<file path="config.mk">
export PLATFORM = sky130hd
export DESIGN_NAME = c_subset_byte_tokenizer_unit
export DESIGN_NICKNAME = d
export VERILOG_FILES = /design/src/cbt_pkg.sv /design/src/cbt_front.sv /design/src/cbt_queue.sv /design/src/c_subset_byte_tokenizer_unit.sv
export SDC_FILE = /design/constraint.sdc
export NUM_CORES = 1
export LEC_CHECK = 0
export BUFFER_PORTS_ARGS = -buffer_cell sky130_fd_sc_hd__clkbuf_2
export CAP_MARGIN = 20
export CORE_MARGIN = 3
export CORE_UTILIZATION = 40
export CTS_CLUSTER_SIZE = 14
export DETAILED_ROUTE_END_ITERATION = 10
export PLACE_DENSITY = 0.61
export REMOVE_ABC_BUFFERS = 1
export SYNTH_ARGS = -nofsm -noshare
export SYNTH_HDL_FRONTEND = slang
export SYNTH_SLANG_ARGS = --single-unit
</file>
<file path="constraint.sdc">
create_clock -name clk -period 10.8 [get_ports clk]
set_input_delay 0.54 -clock clk [delete_from_list [all_inputs] [get_ports clk]]
set_output_delay 0.54 -clock clk [all_outputs]
set_load 0.01 [all_outputs]
</file>
<file path="src/cbt_pkg.sv">
// Shared types and constants for the byte tokenizer.
// Holds result kinds and the result record passed from front to back.
// No dependencies.
`default_nettype none
package cbt_pkg;
  localparam int PosBits = 24;
  localparam int KwChars = 7;
  localparam int QDepth = 4;
  localparam int QAw = 2;

  localparam logic [2:0] K_NUM = 3'd0;
  localparam logic [2:0] K_IDENT = 3'd1;
  localparam logic [2:0] K_OP1 = 3'd2;
  localparam logic [2:0] K_OP2 = 3'd3;
  localparam logic [2:0] K_PUNCT = 3'd4;
  localparam logic [2:0] K_SBYTE = 3'd5;
  localparam logic [2:0] K_SEND = 3'd6;
  localparam logic [2:0] K_END = 3'd7;

  typedef struct packed {
    logic [2:0]         kind;
    logic [31:0]        value;
    logic [7:0]         first_char;
    logic [7:0]         second_char;
    logic [7:0]         length;
    logic [3:0]         keyword;
    logic [PosBits-1:0] start_res;
    logic [15:0]        token_index;
    logic               last;
  } result_t;
endpackage
`default_nettype wire

</file>
<file path="src/cbt_front.sv">
// Front part: accepts bytes, keeps the lexer state, forms up to two requests per byte.
// Depends on cbt_pkg.
`default_nettype none
module cbt_front (
  input  wire logic             clk,
  input  wire logic             rst,
  input  wire logic             in_valid,
  input  wire logic [7:0]       source_byte,
  output cbt_pkg::result_t      res0,
  output cbt_pkg::result_t      res1,
  output logic [1:0]            res_n
);
  import cbt_pkg::*;

  typedef enum logic [3:0] {
    M_IDLE, M_NUM, M_IDENT, M_OP, M_SKIP, M_CHR, M_CHRESC, M_CHRCLOSE, M_STR, M_STRESC
  } mode_t;

  localparam logic [PosBits-1:0] PosMax = {PosBits{1'b1}};

  mode_t             mode, mode_next;
  logic [31:0]       accum, accum_next;
  logic [7:0]        ident_length, ident_length_next;
  logic [7:0]        kwc [KwChars];
  logic [7:0]        pending_char, pending_char_next;
  logic [PosBits-1:0] token_start, token_start_next, position;
  logic [15:0]       token_counter, token_counter_next;

  logic [7:0] b;
  logic is_dig, is_alp, is_op, is_op2, is_pun;
  logic [3:0] kw_code;
  logic kw_wr0, kw_wrn;
  logic [31:0] acc_mul;

  assign b = source_byte;
  assign is_dig = (b >= 8'h30) && (b <= 8'h39);
  assign is_alp = (b == 8'h5f) || ((b >= 8'h41) && (b <= 8'h5a)) ||
                  ((b >= 8'h61) && (b <= 8'h7a));
  assign is_op = (b == "*") || (b == "/") || (b == "+") || (b == "-") || (b == "<") ||
                 (b == "=") || (b == ">") || (b == "|") || (b == "&") || (b == "!");
  assign is_op2 = (b == "=") || (b == "&") || (b == "|");
  assign is_pun = (b == "(") || (b == ")") || (b == "{") || (b == "}") ||
                  (b == ",") || (b == ";");
  assign acc_mul = (accum << 3) + (accum << 1) + {24'd0, b - 8'h30};

  // keyword match over stored leading characters
  function automatic logic eq(input logic [7:0] s [KwChars], input logic [55:0] w,
                              input int n);
    logic r;
    r = 1'b1;
    for (int i = 0; i < KwChars; i++)
      if (i < n && s[i] != w[55-8*i -: 8]) r = 1'b0;
    return r;
  endfunction

  always_comb begin
    kw_code = 4'd0;
    unique case (ident_length)
      8'd2: if (eq(kwc, {"if", 40'd0}, 2)) kw_code = 4'd3;
      8'd3: if (eq(kwc, {"int", 32'd0}, 3)) kw_code = 4'd1;
      8'd4: begin
        if (eq(kwc, {"char", 24'd0}, 4)) kw_code = 4'd2;
        else if (eq(kwc, {"else", 24'd0}, 4)) kw_code = 4'd4;
        else if (eq(kwc, {"FILE", 24'd0}, 4)) kw_code = 4'd2;
        else if (eq(kwc, {"exit", 24'd0}, 4)) kw_code = 4'd13;
      end
      8'd5: begin
        if (eq(kwc, {"fopen", 16'd0}, 5)) kw_code = 4'd11;
        else if (eq(kwc, {"fread", 16'd0}, 5)) kw_code = 4'd12;
      end
      8'd6: begin
        if (eq(kwc, {"return", 8'd0}, 6)) kw_code = 4'd5;
        else if (eq(kwc, {"printf", 8'd0}, 6)) kw_code = 4'd6;
        else if (eq(kwc, {"memcmp", 8'd0}, 6)) kw_code = 4'd7;
        else if (eq(kwc, {"malloc", 8'd0}, 6)) kw_code = 4'd8;
        else if (eq(kwc, {"memchr", 8'd0}, 6)) kw_code = 4'd9;
      end
      8'd7: if (eq(kwc, "memmove", 7)) kw_code = 4'd10;
      default: kw_code = 4'd0;
    endcase
  end

  // next-state and request formation
  always_comb begin
    result_t r;
    logic fresh, flush;
    logic [15:0] tc;
    mode_next = mode; accum_next = accum; ident_length_next = ident_length;
    pending_char_next = pending_char; token_start_next = token_start;
    token_counter_next = token_counter;
    kw_wr0 = 1'b0; kw_wrn = 1'b0;
    res0 = '0; res1 = '0; res_n = 2'd0;
    fresh = 1'b0; flush = 1'b0;
    tc = token_counter;
    r = '0;
    r.start_res = token_start;
    r.token_index = tc;
    if (b == 8'd0) begin
      flush = 1'b1;
    end else begin
      unique case (mode)
        M_IDLE: fresh = 1'b1;
        M_NUM: if (is_dig) accum_next = acc_mul;
               else begin flush = 1'b1; fresh = 1'b1; end
        M_IDENT: if (is_alp || is_dig) begin
                   kw_wrn = ident_length < 8'(KwChars);
                   if (ident_length != 8'hff) ident_length_next = ident_length + 8'd1;
                 end else begin flush = 1'b1; fresh = 1'b1; end
        M_OP: if (pending_char == "/" && b == "/") mode_next = M_SKIP;
              else if (is_op2) begin
                r.kind = K_OP2; r.first_char = pending_char; r.second_char = b;
                res0 = r; res_n = 2'd1;
                if (tc != 16'hffff) tc = tc + 16'd1;
                mode_next = M_IDLE;
              end else begin flush = 1'b1; fresh = 1'b1; end
        M_SKIP: if (b == 8'h0a) mode_next = M_IDLE;
        M_CHR: if (b == 8'h5c) mode_next = M_CHRESC;
               else begin accum_next = {24'd0, b}; mode_next = M_CHRCLOSE; end
        M_CHRESC: begin
          accum_next = (b == "n") ? 32'd10 : (b == 8'h5c) ? 32'd92 :
                       (b == 8'h27) ? 32'd39 : 32'd0;
          mode_next = M_CHRCLOSE;
        end
        M_CHRCLOSE: begin
          r.kind = K_NUM; r.value = accum; res0 = r; res_n = 2'd1;
          if (tc != 16'hffff) tc = tc + 16'd1;
          mode_next = M_IDLE;
        end
        M_STR: if (b == 8'h5c) mode_next = M_STRESC;
               else if (b == 8'h22) begin
                 r.kind = K_SEND; res0 = r; res_n = 2'd1;
                 if (tc != 16'hffff) tc = tc + 16'd1;
                 mode_next = M_IDLE;
               end else begin
                 r.kind = K_SBYTE; r.value = {24'd0, b}; res0 = r; res_n = 2'd1;
               end
        M_STRESC: begin
          r.kind = K_SBYTE; r.value = (b == "n") ? 32'd10 : {24'd0, b};
          res0 = r; res_n = 2'd1; mode_next = M_STR;
        end
        default: fresh = 1'b1;
      endcase
    end
    // pending token emitted ahead of whatever this byte starts
    if (flush && (mode == M_NUM || mode == M_IDENT || mode == M_OP)) begin
      r = '0; r.start_res = token_start; r.token_index = tc;
      if (mode == M_NUM) begin r.kind = K_NUM; r.value = accum; end
      else if (mode == M_IDENT) begin
        r.kind = K_IDENT; r.length = ident_length; r.keyword = kw_code;
      end else begin r.kind = K_OP1; r.first_char = pending_char; end
      res0 = r; res_n = 2'd1;
      if (tc != 16'hffff) tc = tc + 16'd1;
      mode_next = M_IDLE;
    end
    if (b == 8'd0) begin
      r = '0; r.kind = K_END; r.start_res = position; r.token_index = tc;
      if (res_n == 2'd0) begin res0 = r; res_n = 2'd1; end
      else begin res1 = r; res_n = 2'd2; end
    end else if (fresh) begin
      token_start_next = position;
      mode_next = M_IDLE;
      if (is_dig) begin mode_next = M_NUM; accum_next = {24'd0, b - 8'h30}; end
      else if (b == "#") mode_next = M_SKIP;
      else if (b == 8'h27) begin mode_next = M_CHR; accum_next = 32'd0; end
      else if (b == 8'h22) mode_next = M_STR;
      else if (is_alp) begin
        mode_next = M_IDENT; kw_wr0 = 1'b1; ident_length_next = 8'd1;
      end else if (is_op) begin mode_next = M_OP; pending_char_next = b; end
      else if (is_pun) begin
        r = '0; r.kind = K_PUNCT; r.first_char = b; r.start_res = position;
        r.token_index = tc;
        if (res_n == 2'd0) begin res0 = r; res_n = 2'd1; end
        else begin res1 = r; res_n = 2'd2; end
        if (tc != 16'hffff) tc = tc + 16'd1;
      end
    end
    if (res_n == 2'd1) res0.last = 1'b1;
    if (res_n == 2'd2) res1.last = 1'b1;
    token_counter_next = tc;
  end

  // state registers
  always_ff @(posedge clk) begin
    if (rst) begin
      mode <= M_IDLE; accum <= '0; ident_length <= '0; pending_char <= '0;
      token_start <= '0; position <= '0; token_counter <= '0;
    end else if (in_valid) begin
      if (b == 8'd0) begin
        mode <= M_IDLE; accum <= '0; ident_length <= '0; pending_char <= '0;
        token_start <= '0; position <= '0; token_counter <= '0;
      end else begin
        mode <= mode_next; accum <= accum_next; ident_length <= ident_length_next;
        pending_char <= pending_char_next; token_start <= token_start_next;
        token_counter <= token_counter_next;
        if (position != PosMax) position <= position + PosBits'(1);
      end
    end
  end

  // keyword character store, undefined until written
  always_ff @(posedge clk) begin
    if (in_valid && kw_wr0) kwc[0] <= b;
    if (in_valid && kw_wrn) kwc[ident_length[2:0]] <= b;
  end
endmodule
`default_nettype wire

</file>
<file path="src/cbt_queue.sv">
// Back part: result queue taking up to two requests a cycle, draining one while the receiver is ready.
// Depends on cbt_pkg.
`default_nettype none
module cbt_queue (
  input  wire logic             clk,
  input  wire logic             rst,
  input  wire logic             push,
  input  cbt_pkg::result_t      d0,
  input  cbt_pkg::result_t      d1,
  input  wire logic [1:0]       n,
  output logic                  room,
  output logic                  out_valid,
  input  wire logic             out_ready,
  output cbt_pkg::result_t      q
);
  import cbt_pkg::*;

  result_t        mem [QDepth];
  logic [QAw-1:0] wp, rp;
  logic [QAw:0]   cnt;
  logic           pop;
  logic [QAw:0]   add;

  assign out_valid = cnt != '0;
  assign q = mem[rp];
  assign pop = out_valid && out_ready;
  assign room = cnt <= (QAw+1)'(QDepth - 2);
  assign add = push ? {1'b0, n} : '0;

  // counters
  always_ff @(posedge clk) begin
    if (rst) begin
      wp <= '0; rp <= '0; cnt <= '0;
    end else begin
      wp <= wp + add[QAw-1:0];
      if (pop) rp <= rp + QAw'(1);
      cnt <= cnt + add - {{QAw{1'b0}}, pop};
    end
  end

  // storage
  always_ff @(posedge clk) begin
    if (push && n != 2'd0) mem[wp] <= d0;
    if (push && n == 2'd2) mem[wp + QAw'(1)] <= d1;
  end

  a_cnt: assert property (@(posedge clk) disable iff (rst) cnt <= (QAw+1)'(QDepth))
    else $error("queue overflow");
  a_pop: assert property (@(posedge clk) disable iff (rst)
    (pop && !push) |=> cnt == $past(cnt) - (QAw+1)'(1)) else $error("count slip");
  a_room: assert property (@(posedge clk) disable iff (rst) push |-> room)
    else $error("push without room");
endmodule
`default_nettype wire

</file>
<file path="src/c_subset_byte_tokenizer_unit.sv">
// Top level of the byte tokenizer: front lexer plus result queue.
// Depends on cbt_pkg, cbt_front, cbt_queue.
//
// Input channel: source_byte with in_valid/in_ready, one byte per request.
// A zero byte ends the source; state returns to reset for the next source.
// Output channel: one token record per request with out_valid/out_ready.
// Each byte yields zero, one or two results; last marks the final one.
// A result is queued when its byte is accepted and offered once the results ahead of it have drained.
// Throughput: one byte per cycle while the queue has room, set by the lexer
// state update; a byte giving two results leaves two queue entries to drain.
// The four-entry queue takes a byte while it has room for two results,
// so a stalled receiver stops input only once three entries are unread.
// Reset (rst, synchronous) empties the queue and sets the lexer idle.
`default_nettype none
module c_subset_byte_tokenizer_unit (
  input  wire logic        clk,
  input  wire logic        rst,
  input  wire logic        in_valid,
  output logic             in_ready,
  input  wire logic [7:0]  source_byte,
  output logic             out_valid,
  input  wire logic        out_ready,
  output logic [2:0]       kind,
  output logic signed [31:0] value,
  output logic [7:0]       first_char,
  output logic [7:0]       second_char,
  output logic [7:0]       length,
  output logic [3:0]       keyword,
  output logic [cbt_pkg::PosBits-1:0] start_res,
  output logic [15:0]      token_index,
  output logic             last
);
  import cbt_pkg::*;

  result_t r0, r1, q;
  logic [1:0] n;
  logic room, acc;

  assign in_ready = room;
  assign acc = in_valid && room;

  cbt_front u_front (.clk, .rst, .in_valid(acc), .source_byte, .res0(r0), .res1(r1),
                     .res_n(n));
  cbt_queue u_queue (.clk, .rst, .push(acc), .d0(r0), .d1(r1), .n, .room,
                     .out_valid, .out_ready, .q);

  assign kind = q.kind;
  assign value = q.value;
  assign first_char = q.first_char;
  assign second_char = q.second_char;
  assign length = q.length;
  assign keyword = q.keyword;
  assign start_res = q.start_res;
  assign token_index = q.token_index;
  assign last = q.last;

  a_end: assert property (@(posedge clk) disable iff (rst)
    (acc && source_byte == 8'd0) |=> out_valid) else $error("end result missing");
  a_last: assert property (@(posedge clk) disable iff (rst)
    (out_valid && kind == K_END) |-> last) else $error("end not last");
  a_zero: assert property (@(posedge clk) disable iff (rst)
    (acc && source_byte == 8'd0) |-> n != 2'd0) else $error("no end request");
endmodule
`default_nettype wire
</file>
# Word-level counts from Yosys, hierarchy flattened
# Memories as Yosys holds them, arrays and structs flattened. A register that Yosys moved wholly into a read port is not among the register bits.
# Index checks and enable logic that the tools add are counted.
word_totals:
  regBits: 179
  latch_bits: 0
  ram_bits: 416
  mem_bits_ro: 0
  in_bits: 12
  output_inout_bits: 106
  word_cells: 450
  memories: 1
classes:
  addsub: 13
  multipliers: 0
  n_div: 0
  magnitude_cmp: 10
  n_eq_ne: 105
  shift: 0
  n_mux: 256
  n_bitwise: 1
  reduce_logical: 47
memory_table:
  columns: ["name", "depth", "word_bits", "rd", "rd_clocked_by_memory_dff", "wr", "line_no", "source"]
  rows:
  - ["u_queue.mem", 4, 104, 1, 1, 2, "cbt_queue.sv:18", "result_t mem [QDepth];"]
op_table:
  columns: ["operator", "count"]
  rows:
  - ["104-bit two-way mux", 26]
  - ["104-bit case mux with 4 select lines", 1]
  - ["8-bit by 7-bit inequality test with 1-bit output, second input constant", 51]
  - ["32-bit two-way mux", 10]
  - ["16-bit two-way mux", 18]
  - ["103-bit two-way mux", 2]
  - ["8-bit two-way mux", 23]
  - ["8-bit by 6-bit equality test with 1-bit output, second input constant", 17]
  - ["1-bit two-way mux", 114]
  - ["4-bit two-way mux", 25]
  - ["24-bit two-way mux", 4]
  - ["32-bit case mux with 3 select lines", 1]
  - ["56-bit bitwise mux", 1]
  - ["56-bit two-way mux", 1]
  - ["16-bit by 1-bit adder with 16-bit output, second input constant", 3]
  - ["8-bit by 7-bit equality test with 1-bit output, second input constant", 6]
  - ["16-bit inequality test, second input constant", 3]
  - ["16-bit case mux with 3 select lines", 1]
  - ["2-bit two-way mux", 19]
  - ["32-bit adder", 1]
  - ["32-bit by 8-bit adder with 32-bit output", 1]
  - ["8-bit by 3-bit equality test with 1-bit output, second input constant", 4]
  - ["4-bit case mux with 7 select lines", 1]
  - ["24-bit by 1-bit adder with 24-bit output, second input constant", 1]
  - ["50 further kinds", 98]

# Logic depth before layout (Yosys ltp)
# Gate-level depths: netlist (run 1).
logic_depth:
  ltp_word: 42
  ltp_mapped: 27
  depth_no_buf: 22

# Cells and area by module
# A second synthesis (run 1) with hierarchy kept.
hier_totals:
  cells_unflattened: 2728
  hier_area_um2: 33918.8
by_module_without_submodules:
  columns: ["mod", "n_inst", "cells_each", "area_each_um2", "seq_area_each_um2"]
  rows:
  - ["cbt_queue", 1, 1063, 20651.1, 12672.2]
  - ["cbt_front", 1, 1664, 13261.5, 3923.8]
  - ["c_subset_byte_tokenizer_unit", 1, 1, 6.3, 0.0]

# Worst setup path before layout (run 1)
# Ideal clock, no wire load.
synth_timing:
  path_type: "input to register"
  start: "input port source_byte[4]"
  end: "memory u_queue.mem[3][0] (netlist name), enable pin"
  t_arrival_ps: 5783
  setup_slack_ps: 4408
  cell_stages: 20
  path_buffers: 6
  cell_sequence: "clkbuf_1 -> inv_1 -> ha_1 -> inv_1 -> o21ai_0 -> and3b_1 -> or4_1 -> a21oi_1 -> or2_2 -> clkbuf_1 -> clkbuf_1 -> ha_1 -> or3_1 -> a31o_2 -> a21boi_1 -> or2_2 -> buf_2 -> buf_2 -> buf_1 -> nand2_1"
synth_lines:
  columns: ["item", "line_no", "source"]
  rows:
  - ["start: declaration", "c_subset_byte_tokenizer_unit.sv:20", "input wire logic [7:0] source_byte,"]
  - ["end: declaration", "cbt_queue.sv:18", null]

==> results of run 1 <==
cell type report:
cell class / count / share of cell area
clock inverter: 20 / 0.00572
inverter: 53 / 0.00583
timing repair buffer: 162 / 0.0277
tap: 1020 / 0.0374
multi-input combinational: 2188 / 0.440
sequential: 597 / 0.426
clock buffer: 102 / 0.0573
power by group:
part           leakage (nW)  switching (mW)  internal (mW)
combinational          4.94           0.511          0.365
sequential             5.04          0.0905           2.41
clock                  1.05           0.944           1.31
layer usage:
metal  global-route usage  vias up
met5                    0        -
met4               0.0678        0
met3               0.0301      159
met2                0.375      955
met1                0.311    12419
li1                     -    11705
cell usage in the layout, fill, tap and decap left out, types with 104 or more instances in the layout:
master / count
nand2_1: 319
a21oi_1: 165
edfxtp_1: 256
o21ai_0: 164
nor2_1: 204
clkbuf_2: 116
nand3_1: 242
dfxtp_1: 339
o22ai_1: 200
mux4_2: 104
worst paths after layout:
kind,cells past startpoint,slack (ns),startpoint,end
max,13,3.47,u_front.mode[0],u_queue.mem[2][46]
min,2,0.36,rst,u_front.token_start[16]
max reg2reg,13,3.47,u_front.mode[0],u_queue.mem[2][46]
min reg2reg,2,0.45,u_queue.mem[3][41],u_queue.mem[3][41]
worst max-delay path, cell delays in order, from the launching register on:
cell and delay [ns]:
dfxtp_1 0.74, nor4bb_2 0.97, o21a_1 0.45, a221oi_1 0.21, a21oi_1 0.21, buf_4 0.29
or2_2 0.71, ha_1 0.37, or3_1 0.36, a31o_2 0.29, a21boi_1 0.53, or3b_4 0.83
buf_4 0.81, o21ai_0 0.25
cells in the mapped netlist (all sizes together) (62+ instances only):
cell    count
dfxtp     341
o21ai     168
edfxtp    256
o22ai     200
ha         72
nand3     244
a22oi      86
mux4      104
nand2     324
clkbuf    197
a21oi     168
buf        62
nor2      206
flip-flops by register name, indices dropped and copies added, names as in the netlist, 3 cells and up, named ones only:
name,cells
u_front.mode,4
u_front.token_counter,16
u_front.position,24
u_queue.mem,416
u_front.kwc,8
u_front.accum,32
u_front.token_start,24
u_front.ident_length,8
u_front.pending_char,8
u_queue.cnt,3
kinds of logic after synthesis:
kind of cell,count (synthesis)
buf+inv,312
mux,131
compound gates,810
xor+xnor,75
simple gates,1093
flops,597
fa+ha+maj,79
metrics by stage:
step | hold WS [ns] | util | setup WS [ns] | std cells | area, µm²
2_1_floorplan | 0.429 | - | 2.31 | 2838 | 29600
3_3_place_gp | 0.438 | 0.425 | 3.39 | 4019 | 31900
3_5_place_dp | 0.445 | 0.425 | 3.19 | 4019 | 31900
4_1_cts | 0.328 | 0.453 | 3.49 | 4141 | 34100
5_1_grt | 0.352 | 0.454 | 3.12 | 4142 | 34100
6_report | 0.359 | 0.454 | 3.47 | 4142 | 34100
==> metrics.log, run 1 <==
[metrics] outcome: finished, final reports clean
[metrics] standard-cell rows: 100
[metrics] total clock sinks: 597
[metrics] number of enable-type register cells in the synthesized netlist: 256
[metrics] startpoint kind of the worst setup timing path: register
[metrics] required time reported for the critical path endpoint: 11.24 ns
[metrics] GRT Resource Usage Total: 0.227
[metrics] fraction of the mapped netlist area in adder cells: 0.0339
[metrics] type of the worst setup path: reg2reg
[metrics] headroom to the max-slew limit: 0.339
[metrics] sequential area share after synthesis: 0.473
[metrics] synthesized cell area: 30700 µm²
[metrics] TritonRoute pass-1 iters: 6
[metrics] arrival time worst endpoint: 7.77 ns
[metrics] area of the placeable core: 75200 µm²
[metrics] max capacitance violation total: 0
[metrics] clock-pin transition on the worst setup and hold timing paths: 0.06 ns
[metrics] wire length of the first global-routing pass: 146 mm
[metrics] IR Drop Worst-Case VDD: 127 µV
[metrics] Multi-input gate area: 15000 µm²
[metrics] Routed Antenna Nets: 0
[metrics] number of DRC markers after the initial detailed-route iteration: 2612
[metrics] fraction of registers with async set/reset: 0
[metrics] detailed-routed wire length on met3: 5.65 mm
[metrics] count of buffers from port buffering: 117
[metrics] antenna diode instance count: 0
[metrics] number of instances in the synthesized netlist: 3097
[metrics] area share of xor/xnor cells in the synthesized design: 0.0217
[metrics] Setup Skew: 0.0231 ns
[metrics] count of warnings emitted by yosys: 0
[metrics] source-to-sink clock delay at the later pin of the worst-skew pair: 0.61 ns
[metrics] placer congestion estimate: 0.935
[metrics] met2 routed wirelength: 44.5 mm
[metrics] Setup Fix Bufs, Post-CTS: 0
[metrics] DRC errors left: 0
[metrics] area of all sequential standard cells: 14500 µm²
[metrics] area fraction of the dominant cell type after synthesis: 0.251
[metrics] worst min path class: in2reg
[metrics] final global-route overflow total: 0
[metrics] part of the cycle the worst path needs: 0.679
[metrics] number of distinct library cell variants in the gate-level netlist after synthesis: 94
[metrics] fillers: 7148
[metrics] full die area: 80100 µm²
[metrics] Post-Synth Simple-Gate Area: 0.177
[metrics] leakage power figure: 11.0 nW
[metrics] number of global-route vias before repair: 24331
[metrics] vias per inst: 6.09
[metrics] Seq cells post-synth: 597
[metrics] IO Count: 118
[metrics] wire per inst: 22.6 µm
[metrics] top area cells in the synthesized netlist: edfxtp_1 (25%), dfxtp_1 (22%), mux4_2 (7.6%)
[metrics] count of endpoints failing hold in the final timing report: 0
[metrics] starting density of the core: 0.408
[metrics] largest family of logic cells by synthesized area: simple AND/OR/NAND/NOR gates
[metrics] root buf cell: clkbuf_16
[metrics] slew at the pin closest to its max-slew limit: 0.978 ns
[metrics] Resize count post-CTS: 0
[metrics] Setup violations, final: 0
[metrics] Compound-Gate Fraction of Synth Area: 0.168
[metrics] clock tree from TritonCTS: done
[metrics] Final Slew Violations: 0
[metrics] mean cell area of the mapped netlist: 9.91 µm²
[metrics] Synth-to-Final Area Change: 11.2%
[metrics] final wirelength: 93.5 mm
[metrics] cell taking the most area after synthesis: edfxtp_1
[metrics] total number of vias: 25238
[metrics] fraction of final layout cells sized beyond drive strength 1: 0.137
[metrics] routed metal-1 wire length: 41.0 mm
[metrics] CTS max path bufs: 3
[metrics] antenna violations before repair: 0
[metrics] PwrDens: 165 nW/µm²
[metrics] total power consumption of the routed design: 5.63 mW
[metrics] uppermost signal routing layer after detailed routing: met4
[metrics] largest driver fanout on the critical path: 95
[metrics] flip-flop cell with the highest count after synthesis: dfxtp_1
[metrics] kind of end point of the critical path: register
[metrics] multiplexer area fraction after synthesis: 0.0857
[metrics] hold_buf cts: 0
[metrics] floorplan die height: 283 µm
[metrics] time the final worst path needs with I/O delays and setup: 7.33 ns
[metrics] Num CTS Buffers: 67
[metrics] Fmax: 136 MHz
[metrics] die outline width: 283 µm
[metrics] count of H-tree levels built during CTS: 3
[metrics] post-layout net count: 3160
[metrics] HPWL reported at the end of detailed placement: 57.0 mm
[metrics] setup repair after global routing missed its margin: no
[metrics] largest net degree at the start of global routing: 98
[metrics] Total Negative Setup Slacks: 0 ns
No activity file was read; power rests on OpenSTA's default activity.
==> inputs of run 2 (changes only) <==
==> constraint.sdc (replaced) <==
create_clock -name clk -period 7.4 [get_ports clk]
set_input_delay 0.37 -clock clk [delete_from_list [all_inputs] [get_ports clk]]
set_output_delay 0.37 -clock clk [all_outputs]
set_load 0.01 [all_outputs]
==> run 2 against run 1 <==
  * Register-to-register slack worse by 2.3 ns
  * Hold slack worse by 0.23 ns
  * Combinational power up 50%
==> metrics.log, run 2 (synthesized netlist as in run 1, its figures left out) <==
[metrics] HPWL reported at the end of detailed placement: 58.0 mm (+1.8%)
[metrics] starting density of the core: 0.408 (unchanged)
[metrics] Routed Antenna Nets: 0 (unchanged)
[metrics] uppermost signal routing layer after detailed routing: met4
[metrics] setup repair after global routing missed its margin: no
[metrics] arrival time worst endpoint: 6.74 ns (-1.03 ns)
[metrics] IR Drop Worst-Case VDD: 181 µV (+42%)
[metrics] area of the placeable core: 75200 µm² (unchanged)
[metrics] floorplan die height: 283 µm (unchanged)
[metrics] final global-route overflow total: 0 (unchanged)
[metrics] hold_buf cts: 0 (unchanged)
[metrics] worst r2r path cells: 19 (+6)
[metrics] Setup violations, final: 0 (unchanged)
[metrics] total number of vias: 25368 (+0.52%)
[metrics] kind of end point of the critical path: register
[metrics] vias per inst: 6.09 (-0.11%)
[metrics] most frequent cells in the layout: dfxtp_1 (339), nand2_1 (319), edfxtp_1 (256), nand3_1 (242), nor2_1 (204)
[metrics] leading cell type in the layout, fill and taps excluded: dfxtp_1
[metrics] die outline width: 283 µm (unchanged)
[metrics] wire per inst: 22.5 µm (-0.45%)
[metrics] slew at the pin closest to its max-slew limit: 1.05 ns (+0.0731 ns)
[metrics] number of DRC markers after the initial detailed-route iteration: 2475 (-5.2%)
[metrics] post-layout net count: 3184 (+0.76%)
[metrics] full die area: 80100 µm² (unchanged)
[metrics] IO Count: 118 (unchanged)
[metrics] required time reported for the critical path endpoint: 7.88 ns (-3.36 ns)
[metrics] outcome: finished, final reports clean
[metrics] final cell area excluding filler cells: 34500 µm² (+1.2%)
[metrics] fraction of final layout cells sized beyond drive strength 1: 0.146 (+0.00904)
[metrics] source-to-sink clock delay at the later pin of the worst-skew pair: 0.62 ns (about the same)
[metrics] Resize count post-CTS: 0 (unchanged)
[metrics] standard-cell rows: 100 (unchanged)
[metrics] headroom to the max-slew limit: 0.295 (-0.0436)
[metrics] GRT Resource Usage Total: 0.229 (+0.00195)
[metrics] TritonRoute pass-1 iters: 7 (+1)
[metrics] count of buffers from port buffering: 117 (unchanged)
[metrics] Synth-to-Final Area Change: 12.5%
[metrics] wire length of the first global-routing pass: 147 mm (+0.87%)
[metrics] Fmax: 160 MHz (+17%)
[metrics] count of H-tree levels built during CTS: 3 (unchanged)
[metrics] Hold Slack: 0.126 ns (-0.232 ns)
[metrics] PwrDens: 244 nW/µm² (+48%)
[metrics] worst min path class: in2reg
[metrics] antenna violations before repair: 0 (unchanged)
[metrics] leakage power figure: 11.3 nW (+2.0%)
[metrics] largest driver fanout on the critical path: 18 (-81%)
[metrics] Setup Skew: 0.0325 ns (+0.00936 ns)
[metrics] DP Area: 32200 µm² (+0.82%)
[metrics] startpoint kind of the worst setup timing path: register
[metrics] met2 routed wirelength: 44.1 mm (-0.75%)
[metrics] DRC errors left: 0 (unchanged)
[metrics] time the final worst path needs with I/O delays and setup: 6.26 ns (-1.08 ns)
[metrics] CTS max path bufs: 3 (unchanged)
[metrics] placer congestion estimate: 0.945 (+1.1%)
[metrics] worst hold path depth: 1 (-1)
[metrics] max capacitance violation total: 0 (unchanged)
[metrics] Num CTS Buffers: 67 (unchanged)
[metrics] part of the cycle the worst path needs: 0.846 (+0.166)
[metrics] count of endpoints failing hold in the final timing report: 0 (unchanged)
[metrics] routed metal-1 wire length: 40.6 mm (-0.87%)
[metrics] detailed-routed wire length on met3: 6.60 mm (+17%)
[metrics] type of the worst setup path: reg2reg
[metrics] total clock sinks: 597 (unchanged)
[metrics] number of global-route vias before repair: 24460 (+0.53%)
[metrics] final wirelength: 93.6 mm (+0.17%)
[metrics] root buf cell: clkbuf_16
[metrics] Setup Fix Bufs, Post-CTS: 0 (unchanged)
[metrics] clock tree from TritonCTS: done
[metrics] largest net degree at the start of global routing: 103 (+5.1%)
[metrics] antenna diode instance count: 0 (unchanged)
[metrics] most flop-heavy register: u_queue.mem
[metrics] registers with the highest flip-flop counts: u_queue.mem: 416 flops, u_front.accum: 32 flops
[metrics] number of flip-flops under the largest register name: 416 (unchanged)
[metrics] Final Slew Violations: 0 (unchanged)
[metrics] clock-pin transition on the worst setup and hold timing paths: 0.06 ns (about the same)
==> run 2: changes by cell type in the layout (fill, tap and decap cells not counted), sizes merged <==
cell      previous run  this run
inv                 57        60
clkinvlp             2         1
clkbuf             218       211
bufinv               2         7
buf                 46        70
clkinv              12        14
==> run 2: through the flow <==
stage,util,std cells,TNS [ns],total power [mW],setup slack [ns]
2_1_floorplan,-,2838,-186.62,4.51,-1.09
3_3_place_gp,0.428,4044,0,5.02,1.10
3_5_place_dp,0.428,4044,0,5.03,0.902
4_1_cts,0.459,4168,0,8.52,1.26
5_1_grt,0.459,4168,0,8.75,0.608
6_report,0.459,4168,0,8.43,1.14
==> run 2: path summary, 6_finish.rpt <==
check	startpoint	endpoint	slack (ns)
worst max register to register	u_front.mode[1]	u_front.token_counter[11]	1.14
worst max-delay path	u_front.mode[1]	u_front.token_counter[11]	1.14
worst min register to register	u_queue.mem[0][52]	u_queue.mem[0][52]	0.45
worst min-delay path	source_byte[2]	register	0.13
==> run 2: per-layer routing <==
metal  vias up  track usage
li1      11793            -
met1     12476        0.312
met5         -            0
met3       143       0.0342
met4         0       0.0687
met2       956        0.378
==> run 2: layout make-up <==
class / count / area, µm²
sequential: 597 / 14500
timing repair buffer: 186 / 1180
clock buffer: 95 / 1910
tap: 1020 / 1280
multi-input combinational: 2188 / 15000
inverter: 53 / 199
clock inverter: 29 / 407
fill: 7100 / 40700
==> run 2: power breakdown <==
group          switching, mW  total, mW  internal, mW
logic                  0.775       1.31         0.538
registers              0.103       3.62          3.52
clock network           1.42       3.49          2.07
==> run 2: worst max-delay path, cell delays in order (launching register included) <==
cell and delay, ns:
dfxtp_1 0.49, or4b_4 0.61, a21oi_2 0.61, nand3_1 0.22
xor2_1 0.23, inv_1 0.09, ha_1 0.23, nand2_1 0.08
mux2i_2 0.45, and2b_1 0.46, a41oi_4 0.25, xnor2_1 0.38
ha_1 0.26, nand2_1 0.07, nor2_1 0.12, a32oi_1 0.15
nor4b_4 0.36, and4_1 0.58, nor3_2 0.10, or3_1 0.35
